### config.mk
export PLATFORM = sky130hd
export DESIGN_NAME = nmea_rmc_sentence_decoder_core
export DESIGN_NICKNAME = d
export VERILOG_FILES = /design/src/rtl/nrmc_pkg.sv /design/src/rtl/nrmc_parser.sv /design/src/rtl/nmea_rmc_sentence_decoder_core.sv
export SDC_FILE = /design/constraint.sdc
export NUM_CORES = 2
export LEC_CHECK = 0
export BUFFER_PORTS_ARGS = -buffer_cell sky130_fd_sc_hd__buf_2
export CAP_MARGIN = 10
export CORE_AREA = 5 5 364 366
export DETAILED_ROUTE_END_ITERATION = 6
export DIE_AREA = 0 0 369 371
export PLACE_DENSITY = 0.81
export REMOVE_ABC_BUFFERS = 1
export SLEW_MARGIN = 20
export SYNTH_ARGS = -nofsm -noshare
export SYNTH_HDL_FRONTEND = slang
export SYNTH_HIERARCHICAL = 1
export SYNTH_SLANG_ARGS = --single-unit
### constraint.sdc
create_clock -name clk -period 13.1 [get_ports clk]
set_input_delay 1.31 -clock clk [delete_from_list [all_inputs] [get_ports clk]]
set_output_delay 1.31 -clock clk [all_outputs]
set_load 0.005 [all_outputs]
### src/rtl/nrmc_pkg.sv
`timescale 1ns / 1ps
// Shared types and constants of the NMEA RMC sentence decoder.
// No dependencies; used by the parser, the core and the checker.
package nrmc_pkg;

	// Defaults for the top-level parameters
	localparam int FRAC_DIGITS_DEF = 5;
	localparam int MAX_FIELDS_DEF  = 31;

	// Result port widths
	localparam int YEAR_W   = 12;
	localparam int DIG_W    = 7;
	localparam int MILLIS_W = 10;
	localparam int LAT_W    = 31;
	localparam int LON_W    = 35;

	// Minutes fraction accumulator, held in units of 1e-7 minute
	localparam int FRAC_W = 24;

	// Angle conversion: minutes in 1e-7 minute plus rounding, quotient by 60
	localparam int X_W         = 30;
	localparam int Q_W         = 24;
	localparam int DLAT_W      = 30;
	localparam int DLON_W      = 34;
	localparam int DEG_SCALE   = 10_000_000;
	localparam int ROUND_HALF  = 30;
	localparam int MIN_PER_DEG = 60;
	localparam int RECIP_SHIFT = 36;
	localparam int RECIP_W     = 31;
	localparam int PROD_W      = X_W + RECIP_W;
	localparam logic [RECIP_W-1:0] RECIP_60 =
		RECIP_W'((64'd1 << RECIP_SHIFT) / 64'(MIN_PER_DEG));

	// Date and time scaling
	localparam int YEAR_BASE    = 2000;
	localparam int MS_PER_TENTH = 100;

	// Sentence contents collected by the parser
	typedef struct packed {
		logic              id_match;
		logic              status_match;
		logic [DIG_W-1:0]  hours;
		logic [DIG_W-1:0]  mins;
		logic [DIG_W-1:0]  secs;
		logic [3:0]        tenth;
		logic [DIG_W-1:0]  day;
		logic [DIG_W-1:0]  month;
		logic [DIG_W-1:0]  yr;
		logic [6:0]        lat_deg;
		logic [6:0]        lat_int;
		logic [FRAC_W-1:0] lat_frac;
		logic              south;
		logic [9:0]        lon_deg;
		logic [6:0]        lon_int;
		logic [FRAC_W-1:0] lon_frac;
		logic              west;
	} sentence_t;

endpackage

### src/rtl/nrmc_parser.sv
`timescale 1ns / 1ps
// Character parser of the NMEA RMC sentence decoder: splits fields at commas
// and collects id, status, time, date and angle digits. Depends on nrmc_pkg.
module nrmc_parser #(
	parameter int FRAC_DIGITS = nrmc_pkg::FRAC_DIGITS_DEF,
	parameter int MAX_FIELDS  = nrmc_pkg::MAX_FIELDS_DEF
) (
	input  logic                clk,
	input  logic                arst_n,
	input  logic                accept,
	input  logic [7:0]          ch,
	input  logic                last,
	output logic                done,
	output logic                fix,
	output nrmc_pkg::sentence_t snap
);
	import nrmc_pkg::*;

	localparam int FW  = $clog2(MAX_FIELDS + 1);
	localparam int FCW = $clog2(FRAC_DIGITS + 1);

	localparam logic [7:0] ASC_COMMA = 8'h2C;
	localparam logic [7:0] ASC_POINT = 8'h2E;
	localparam logic [7:0] ASC_ZERO  = 8'h30;
	localparam logic [7:0] ASC_NINE  = 8'h39;
	localparam logic [7:0] ASC_A     = 8'h41;
	localparam logic [7:0] ASC_S     = 8'h53;
	localparam logic [7:0] ASC_W     = 8'h57;

	localparam logic [FW-1:0] FLD_ID     = FW'(0);
	localparam logic [FW-1:0] FLD_TIME   = FW'(1);
	localparam logic [FW-1:0] FLD_STATUS = FW'(2);
	localparam logic [FW-1:0] FLD_LAT    = FW'(3);
	localparam logic [FW-1:0] FLD_NS     = FW'(4);
	localparam logic [FW-1:0] FLD_LON    = FW'(5);
	localparam logic [FW-1:0] FLD_EW     = FW'(6);
	localparam logic [FW-1:0] FLD_DATE   = FW'(9);

	localparam logic [4:0] ID_LEN      = 5'd6;
	localparam logic [4:0] PAIR_LEN    = 5'd6;
	localparam logic [4:0] TENTH_POS   = 5'd7;
	localparam logic [4:0] LAT_DEG_LEN = 5'd2;
	localparam logic [4:0] LON_DEG_LEN = 5'd3;
	localparam logic [4:0] POS_MAX     = 5'd31;

	// Working state of the field being read
	typedef struct packed {
		logic [2:0]        part_bad;
		logic              sub_bad;
		logic [6:0]        min_int;
		logic [1:0]        min_cnt;
		logic              min_point;
		logic [FRAC_W-1:0] frac;
		logic [FCW-1:0]    fcnt;
	} work_t;

	localparam sentence_t SENT_CLEAR = '{id_match: 1'b1, default: '0};

	logic [FW-1:0] field_q, field_d;
	logic [4:0]    pos_q, pos_d;
	work_t         work_q, work_d;
	sentence_t     sent_q, sent_d;

	// Expected id characters "$GPRMC"
	function automatic logic [7:0] id_char(logic [2:0] i);
		logic [7:0] c;
		unique case (i)
			3'd0: c = 8'h24;
			3'd1: c = 8'h47;
			3'd2: c = 8'h50;
			3'd3: c = 8'h52;
			3'd4: c = 8'h4D;
			3'd5: c = 8'h43;
			default: c = 8'h00;
		endcase
		return c;
	endfunction

	// Weight of a minutes fraction digit in 1e-7 minute
	function automatic logic [FRAC_W-1:0] frac_weight(logic [2:0] c);
		logic [FRAC_W-1:0] w;
		unique case (c)
			3'd0: w = FRAC_W'(1_000_000);
			3'd1: w = FRAC_W'(100_000);
			3'd2: w = FRAC_W'(10_000);
			3'd3: w = FRAC_W'(1_000);
			3'd4: w = FRAC_W'(100);
			3'd5: w = FRAC_W'(10);
			default: w = '0;
		endcase
		return w;
	endfunction

	function automatic logic [6:0] push7(logic [6:0] v, logic [3:0] d);
		return 7'(v * 7'd10 + 7'(d));
	endfunction

	function automatic logic [9:0] push10(logic [9:0] v, logic [3:0] d);
		return 10'(v * 10'd10 + 10'(d));
	endfunction

	// Take one character of the minutes subfield
	function automatic work_t minutes_char(work_t w, logic [7:0] c);
		work_t r;
		logic  dig;
		r   = w;
		dig = (c >= ASC_ZERO) && (c <= ASC_NINE);
		if (dig) begin
			if (!w.min_point) begin
				if (w.min_cnt >= 2'd2) begin
					r.sub_bad = 1'b1;
				end else begin
					r.min_int = push7(w.min_int, c[3:0]);
					r.min_cnt = w.min_cnt + 2'd1;
				end
			end else if (w.fcnt < FCW'(FRAC_DIGITS)) begin
				r.frac = w.frac + FRAC_W'(frac_weight(3'(w.fcnt)) * FRAC_W'(c[3:0]));
				r.fcnt = w.fcnt + FCW'(1);
			end
		end else if (c == ASC_POINT && !w.min_point) begin
			r.min_point = 1'b1;
		end else begin
			r.sub_bad = 1'b1;
		end
		return r;
	endfunction

	// Finish a field: check id length, drop bad subfields, latch minutes
	function automatic sentence_t close_field(sentence_t s, logic [FW-1:0] fld,
			logic [4:0] pos, work_t w);
		sentence_t r;
		r = s;
		unique case (fld)
			FLD_ID: begin
				if (pos != ID_LEN) r.id_match = 1'b0;
			end
			FLD_TIME: begin
				if (w.part_bad[0]) r.hours = '0;
				if (w.part_bad[1]) r.mins = '0;
				if (w.part_bad[2]) r.secs = '0;
			end
			FLD_LAT: begin
				if (w.part_bad[0]) r.lat_deg = '0;
				r.lat_int  = w.sub_bad ? '0 : w.min_int;
				r.lat_frac = w.sub_bad ? '0 : w.frac;
			end
			FLD_LON: begin
				if (w.part_bad[0]) r.lon_deg = '0;
				r.lon_int  = w.sub_bad ? '0 : w.min_int;
				r.lon_frac = w.sub_bad ? '0 : w.frac;
			end
			FLD_DATE: begin
				if (w.part_bad[0]) r.day = '0;
				if (w.part_bad[1]) r.month = '0;
				if (w.part_bad[2]) r.yr = '0;
			end
			default: begin
			end
		endcase
		return r;
	endfunction

	// Apply one character, then close the sentence on the last one
	always_comb begin
		sentence_t     sa;
		sentence_t     sb;
		work_t         wa;
		logic [FW-1:0] fa;
		logic [4:0]    pa;
		logic          dig;
		logic [3:0]    d;
		logic [1:0]    k;

		sa  = sent_q;
		wa  = work_q;
		fa  = field_q;
		pa  = pos_q;
		dig = (ch >= ASC_ZERO) && (ch <= ASC_NINE);
		d   = dig ? ch[3:0] : 4'd0;
		k   = pos_q[2:1];

		if (ch == ASC_COMMA) begin
			sa = close_field(sent_q, field_q, pos_q, work_q);
			wa = '0;
			pa = '0;
			if (field_q < FW'(MAX_FIELDS)) fa = field_q + FW'(1);
		end else begin
			unique case (field_q)
				FLD_ID: begin
					if (pos_q >= ID_LEN || ch != id_char(pos_q[2:0])) sa.id_match = 1'b0;
				end
				FLD_TIME: begin
					if (pos_q < PAIR_LEN) begin
						if (dig) begin
							unique case (k)
								2'd0: sa.hours = push7(sent_q.hours, d);
								2'd1: sa.mins = push7(sent_q.mins, d);
								default: sa.secs = push7(sent_q.secs, d);
							endcase
						end else begin
							wa.part_bad = work_q.part_bad | (3'b001 << k);
						end
					end else if (pos_q == TENTH_POS) begin
						sa.tenth = d;
					end
				end
				FLD_STATUS: sa.status_match = (pos_q == 5'd0) && (ch == ASC_A);
				FLD_LAT: begin
					if (pos_q < LAT_DEG_LEN) begin
						if (dig) sa.lat_deg = push7(sent_q.lat_deg, d);
						else wa.part_bad[0] = 1'b1;
					end else begin
						wa = minutes_char(work_q, ch);
					end
				end
				FLD_NS: sa.south = (pos_q == 5'd0) && (ch == ASC_S);
				FLD_LON: begin
					if (pos_q < LON_DEG_LEN) begin
						if (dig) sa.lon_deg = push10(sent_q.lon_deg, d);
						else wa.part_bad[0] = 1'b1;
					end else begin
						wa = minutes_char(work_q, ch);
					end
				end
				FLD_EW: sa.west = (pos_q == 5'd0) && (ch == ASC_W);
				FLD_DATE: begin
					if (pos_q < PAIR_LEN) begin
						if (dig) begin
							unique case (k)
								2'd0: sa.day = push7(sent_q.day, d);
								2'd1: sa.month = push7(sent_q.month, d);
								default: sa.yr = push7(sent_q.yr, d);
							endcase
						end else begin
							wa.part_bad = work_q.part_bad | (3'b001 << k);
						end
					end
				end
				default: begin
				end
			endcase
			if (pos_q != POS_MAX) pa = pos_q + 5'd1;
		end

		sb   = close_field(sa, fa, pa, wa);
		snap = sb;
		fix  = sb.id_match && sb.status_match && (fa >= FLD_DATE);
		done = accept && last;

		if (last) begin
			sent_d  = SENT_CLEAR;
			work_d  = '0;
			field_d = '0;
			pos_d   = '0;
		end else begin
			sent_d  = sa;
			work_d  = wa;
			field_d = fa;
			pos_d   = pa;
		end
	end

	// Advance parser state on every transfer
	always_ff @(posedge clk or negedge arst_n) begin
		if (!arst_n) begin
			sent_q  <= SENT_CLEAR;
			work_q  <= '0;
			field_q <= '0;
			pos_q   <= '0;
		end else if (accept) begin
			sent_q  <= sent_d;
			work_q  <= work_d;
			field_q <= field_d;
			pos_q   <= pos_d;
		end
	end

endmodule

### src/rtl/nmea_rmc_sentence_decoder_core.sv
`timescale 1ns / 1ps
// Top level of the NMEA RMC sentence decoder: parser plus angle conversion
// pipeline and output register. Depends on nrmc_pkg and nrmc_parser.

// Takes one sentence character per clock while char_stall is low and gives one
// result per sentence: after the transfer of the character marked last, the
// sentence passes the result stages to raise result_valid. Characters stream at
// one per cycle with no gaps while char_stall is low; the five result stages
// (snapshot, scaling, reciprocal multiply for the division of minutes by 60,
// quotient correction, sign and output register) each hold one sentence, and
// char_stall rises only when all of them are full and the output is stalled.
// When fix_valid is low every other result field is zero.
module nmea_rmc_sentence_decoder_core #(
	parameter int FRAC_DIGITS = nrmc_pkg::FRAC_DIGITS_DEF,
	parameter int MAX_FIELDS  = nrmc_pkg::MAX_FIELDS_DEF
) (
	input  logic                                clk,
	input  logic                                arst_n,
	input  logic [7:0]                          ch,
	input  logic                                last,
	input  logic                                char_valid,
	output logic                                char_stall,
	output logic                                fix_valid,
	output logic [nrmc_pkg::YEAR_W-1:0]         year,
	output logic [nrmc_pkg::DIG_W-1:0]          month,
	output logic [nrmc_pkg::DIG_W-1:0]          day,
	output logic [nrmc_pkg::DIG_W-1:0]          hours,
	output logic [nrmc_pkg::DIG_W-1:0]          mins,
	output logic [nrmc_pkg::DIG_W-1:0]          secs,
	output logic [nrmc_pkg::MILLIS_W-1:0]       millis,
	output logic signed [nrmc_pkg::LAT_W-1:0]   latitude,
	output logic signed [nrmc_pkg::LON_W-1:0]   longitude,
	output logic                                result_valid,
	input  logic                                result_stall
);
	import nrmc_pkg::*;

	typedef struct packed {
		logic                fix;
		logic [YEAR_W-1:0]   year;
		logic [DIG_W-1:0]    month;
		logic [DIG_W-1:0]    day;
		logic [DIG_W-1:0]    hours;
		logic [DIG_W-1:0]    mins;
		logic [DIG_W-1:0]    secs;
		logic [MILLIS_W-1:0] millis;
	} stamp_t;

	logic      accept;
	logic      p_done;
	logic      p_fix;
	sentence_t p_snap;

	logic v_s1, v_s2, v_s3, v_s4, v_s5;
	logic rdy1, rdy2, rdy3, rdy4, rdy5;

	sentence_t snap_s1;
	logic      fix_s1;

	stamp_t             stamp_d, stamp_s2, stamp_s3, stamp_s4, stamp_s5;
	logic [X_W-1:0]     lat_x_s2, lon_x_s2, lat_x_s3, lon_x_s3;
	logic [DLAT_W-1:0]  lat_dg_s2, lat_dg_s3, lat_dg_s4;
	logic [DLON_W-1:0]  lon_dg_s2, lon_dg_s3, lon_dg_s4;
	logic               south_s2, south_s3, south_s4;
	logic               west_s2, west_s3, west_s4;
	logic [PROD_W-1:0]  lat_prod, lon_prod;
	logic [Q_W-1:0]     lat_q0_s3, lon_q0_s3, lat_q_s4, lon_q_s4;
	logic [X_W-1:0]     lat_r, lon_r;
	logic [LAT_W-1:0]   lat_mag;
	logic [LON_W-1:0]   lon_mag;
	logic signed [LAT_W-1:0] lat_s5;
	logic signed [LON_W-1:0] lon_s5;

	assign accept = char_valid && !char_stall;

	nrmc_parser #(
		.FRAC_DIGITS(FRAC_DIGITS),
		.MAX_FIELDS (MAX_FIELDS)
	) u_parser (
		.clk   (clk),
		.arst_n(arst_n),
		.accept(accept),
		.ch    (ch),
		.last  (last),
		.done  (p_done),
		.fix   (p_fix),
		.snap  (p_snap)
	);

	// Collapse bubbles: a stage takes new data when empty or when it drains
	assign rdy5       = !v_s5 || !result_stall;
	assign rdy4       = !v_s4 || rdy5;
	assign rdy3       = !v_s3 || rdy4;
	assign rdy2       = !v_s2 || rdy3;
	assign rdy1       = !v_s1 || rdy2;
	assign char_stall = !rdy1;

	always_ff @(posedge clk or negedge arst_n) begin
		if (!arst_n) begin
			v_s1 <= 1'b0;
			v_s2 <= 1'b0;
			v_s3 <= 1'b0;
			v_s4 <= 1'b0;
			v_s5 <= 1'b0;
		end else begin
			if (rdy1) v_s1 <= p_done;
			if (rdy2) v_s2 <= v_s1;
			if (rdy3) v_s3 <= v_s2;
			if (rdy4) v_s4 <= v_s3;
			if (rdy5) v_s5 <= v_s4;
		end
	end

	// Stage 1: hold the closed sentence, zeroed when it is no valid fix
	always_ff @(posedge clk) begin
		if (rdy1 && p_done) begin
			snap_s1 <= p_fix ? p_snap : '0;
			fix_s1  <= p_fix;
		end
	end

	// Stage 2: scale date, time and minutes; degrees to 1e-7 degree
	always_comb begin
		stamp_d.fix    = fix_s1;
		stamp_d.year   = fix_s1 ? YEAR_W'(YEAR_BASE) + YEAR_W'(snap_s1.yr) : '0;
		stamp_d.month  = snap_s1.month;
		stamp_d.day    = snap_s1.day;
		stamp_d.hours  = snap_s1.hours;
		stamp_d.mins   = snap_s1.mins;
		stamp_d.secs   = snap_s1.secs;
		stamp_d.millis = MILLIS_W'(MILLIS_W'(snap_s1.tenth) * MILLIS_W'(MS_PER_TENTH));
	end

	always_ff @(posedge clk) begin
		if (rdy2 && v_s1) begin
			stamp_s2  <= stamp_d;
			lat_x_s2  <= X_W'(X_W'(snap_s1.lat_int) * X_W'(DEG_SCALE))
			           + X_W'(snap_s1.lat_frac) + X_W'(ROUND_HALF);
			lon_x_s2  <= X_W'(X_W'(snap_s1.lon_int) * X_W'(DEG_SCALE))
			           + X_W'(snap_s1.lon_frac) + X_W'(ROUND_HALF);
			lat_dg_s2 <= DLAT_W'(DLAT_W'(snap_s1.lat_deg) * DLAT_W'(DEG_SCALE));
			lon_dg_s2 <= DLON_W'(DLON_W'(snap_s1.lon_deg) * DLON_W'(DEG_SCALE));
			south_s2  <= snap_s1.south;
			west_s2   <= snap_s1.west;
		end
	end

	// Stage 3: estimate minutes / 60 by reciprocal multiply
	assign lat_prod = PROD_W'(lat_x_s2) * PROD_W'(RECIP_60);
	assign lon_prod = PROD_W'(lon_x_s2) * PROD_W'(RECIP_60);

	always_ff @(posedge clk) begin
		if (rdy3 && v_s2) begin
			stamp_s3  <= stamp_s2;
			lat_x_s3  <= lat_x_s2;
			lon_x_s3  <= lon_x_s2;
			lat_q0_s3 <= lat_prod[RECIP_SHIFT +: Q_W];
			lon_q0_s3 <= lon_prod[RECIP_SHIFT +: Q_W];
			lat_dg_s3 <= lat_dg_s2;
			lon_dg_s3 <= lon_dg_s2;
			south_s3  <= south_s2;
			west_s3   <= west_s2;
		end
	end

	// Stage 4: the estimate is at most one low; fix it from the remainder
	assign lat_r = lat_x_s3 - X_W'(X_W'(lat_q0_s3) * X_W'(MIN_PER_DEG));
	assign lon_r = lon_x_s3 - X_W'(X_W'(lon_q0_s3) * X_W'(MIN_PER_DEG));

	always_ff @(posedge clk) begin
		if (rdy4 && v_s3) begin
			stamp_s4  <= stamp_s3;
			lat_q_s4  <= lat_q0_s3 + Q_W'(lat_r >= X_W'(MIN_PER_DEG));
			lon_q_s4  <= lon_q0_s3 + Q_W'(lon_r >= X_W'(MIN_PER_DEG));
			lat_dg_s4 <= lat_dg_s3;
			lon_dg_s4 <= lon_dg_s3;
			south_s4  <= south_s3;
			west_s4   <= west_s3;
		end
	end

	// Stage 5: add degrees, apply hemisphere sign, hold for the transfer
	assign lat_mag = LAT_W'(lat_dg_s4) + LAT_W'(lat_q_s4);
	assign lon_mag = LON_W'(lon_dg_s4) + LON_W'(lon_q_s4);

	always_ff @(posedge clk) begin
		if (rdy5 && v_s4) begin
			stamp_s5 <= stamp_s4;
			lat_s5   <= south_s4 ? -lat_mag : lat_mag;
			lon_s5   <= west_s4 ? -lon_mag : lon_mag;
		end
	end

	assign result_valid = v_s5;
	assign fix_valid    = stamp_s5.fix;
	assign year         = stamp_s5.year;
	assign month        = stamp_s5.month;
	assign day          = stamp_s5.day;
	assign hours        = stamp_s5.hours;
	assign mins         = stamp_s5.mins;
	assign secs         = stamp_s5.secs;
	assign millis       = stamp_s5.millis;
	assign latitude     = lat_s5;
	assign longitude    = lon_s5;

endmodule

==> results.sh <==
export IMPL_path_buf_inv=2
export IMPL_path_class="flip-flop to flip-flop"
export IMPL_cts_tree="yes"
export IMPL_drive_above_1_share_pct=5.63
export IMPL_vias=52973
export IMPL_grt_max_degree=149
export IMPL_wirelength_met1_um=74600
export IMPL_wirelength_um=173000
export IMPL_wl_met2_um=83100
export IMPL_finalCritPeriodShare_pct=69.4
export IMPL_start_kind="flip-flop"
export IMPL_slowest_delay_ps=530
export IMPL_area_growth_pct=7.84
export IMPL_grt_usage_pct=25.4
export IMPL_crit_path_end_kind="flip-flop"
export IMPL_grt_setup_unrepaired="false"
export IMPL_syn_area_per_cell_um2=10.9
export IMPL_vias_per_cell=5.95
export IMPL_final_nets=8738
export IMPL_required_ps=13520
export IMPL_maxCapViolCount=0
export IMPL_dieArea_mm2=0.137
export IMPL_timing_fmax_mhz=110
export IMPL_die_w_um=369
export IMPL_dp_hpwl_um=132000
export IMPL_rows=132
export IMPL_cts_sinks=963
export IMPL_fin_worst_skew_ps=105
export IMPL_antenna_left=0
export IMPL_cts_root_buf="clkbuf_16"
export IMPL_critPathMostFrequentCell="nand4_1"
export IMPL_ys_warn_count=6
export IMPL_cts_buffer_depth=3
export IMPL_drt_initial_drc_count=4250
export IMPL_htreeDepth=3
export IMPL_fin_crit_ps=9100
export IMPL_cts_setup_buffers=0
export IMPL_drc_errors=0
export IMPL_synthCells=7020
export IMPL_coreArea_mm2=0.129
export IMPL_cts_clk_slew_worst_paths_ps=70
export IMPL_crit_family="compound AO/OA/AOI/OAI gates"
export IMPL_routed_top_layer="met4"
export IMPL_worstMarginPinSlew_ps=1040
export IMPL_r2r_slack_ps=4000
export IMPL_wl_met3_um=10600
export IMPL_outcome="completed"
export IMPL_crit_fanout=9
export IMPL_first_pass_iters=6
export IMPL_grt_pass1_vias=54046
export IMPL_avgRoutedWirePerCell_um=19.5
export IMPL_start_util_pct=59.6
export IMPL_die_y_um=371
export IMPL_io_buffers=136
export IMPL_clk_latency_ps=760
export IMPL_cts_buffers=99
export IMPL_postCtsResizedCells=0
export IMPL_synth_area_mm2=0.0768
export IMPL_crit_arrival_ps=9510
export IMPL_place_congestion=0.940
export IMPL_crit_slowest_cell="edfxtp_1"
export IMPL_grt_overflow=0
export IMPL_grt_pass1_wl_um=282000
export IMPL_slew_headroom_pct=31.0
export IMPL_hp_class="flip-flop to flip-flop"
export IMPL_finalHoldViolations=0
export IMPL_slew_violations=0
export IMPL_finalSetupViolations=0
export IMPL_postCtsHoldBufs=0
export IMPL_antenna_found_initial=5
export IMPL_boundaryPins=139
export IMPL_fin_tns_setup_ps=0
-- sequential cells by signal, summed over array words and instances (netlist names), 30 cells and up --
register,cells
lat_x_s2,30
latitude,31
lon_x_s2,30
longitude,35
snap_s1,127
stamp_s2,54
stamp_s3,54
stamp_s4,54
u_parser/sent_q,129
u_parser/work_q,41
-- area by class of cell --
class | count | area, µm²
Antenna cell | 2 | 5.00
Clock buffer | 123 | 2610
Clock inverter | 64 | 813
Fill cell | 9730 | 46000
Inverter | 955 | 3580
Multi-Input combinational cell | 4956 | 44700
Sequential cell | 963 | 28000
Tap cell | 1675 | 2100
Timing Repair Buffer | 172 | 972
-- per-layer routing --
metal | vias to the layer above | global-route usage (%)
li1 | 24875 | -
met1 | 26030 | 34.6
met2 | 1741 | 43.0
met3 | 327 | 2.97
met4 | 0 | 8.13
met5 | - | 0
-- placed cells by master (no fill, tap or decap), types with 135 or more instances in the layout --
cell type,count
ha_1,1086
a21oi_1,375
xor2_1,138
inv_1,953
nand2_1,398
nor2_1,313
buf_2,135
xnor2_1,346
dfrtp_1,184
a21o_1,135
edfxtp_1,778
and2_1,183
fa_1,492
o21ai_0,213
-- path summary, 6_finish.rpt --
check,depth (start not counted),to,from
worst max-delay path,31,lat_q_s4[22]$_DFFE_PP_,lat_q0_s3[3]$_DFFE_PP_
worst min-delay path,0,lat_dg_s3[8]$_DFFE_PP_,lat_dg_s2[8]$_DFFE_PP_
worst max register to register,31,lat_q_s4[22]$_DFFE_PP_,lat_q0_s3[3]$_DFFE_PP_
worst min register to register,0,lat_dg_s3[8]$_DFFE_PP_,lat_dg_s2[8]$_DFFE_PP_
max in group asynchronous,2,u_parser/sent_q[82]$_DFFE_PN0P_,arst_n
min in group asynchronous,1,u_parser/work_q[25]$_DFFE_PN0P_,arst_n
-- stage by stage --
step | worst slack [ps] | hold slack (ps) | util (%) | cells | cell area [µm²]
global placement | 4320 | 400 | 61.6 | 8721 | 79300
floorplan | 2360 | 400 | - | 6874 | 76200
finish | 4000 | 382 | 64.3 | 8910 | 82800
CTS | 4050 | 378 | 64.2 | 8908 | 82800
detailed placement | 4120 | 405 | 61.6 | 8721 | 79300
global route | 3550 | 376 | 64.3 | 8910 | 82800
Power is not shown: default switching activity piles up to over one toggle a cycle in this logic, so the estimate is an artifact.
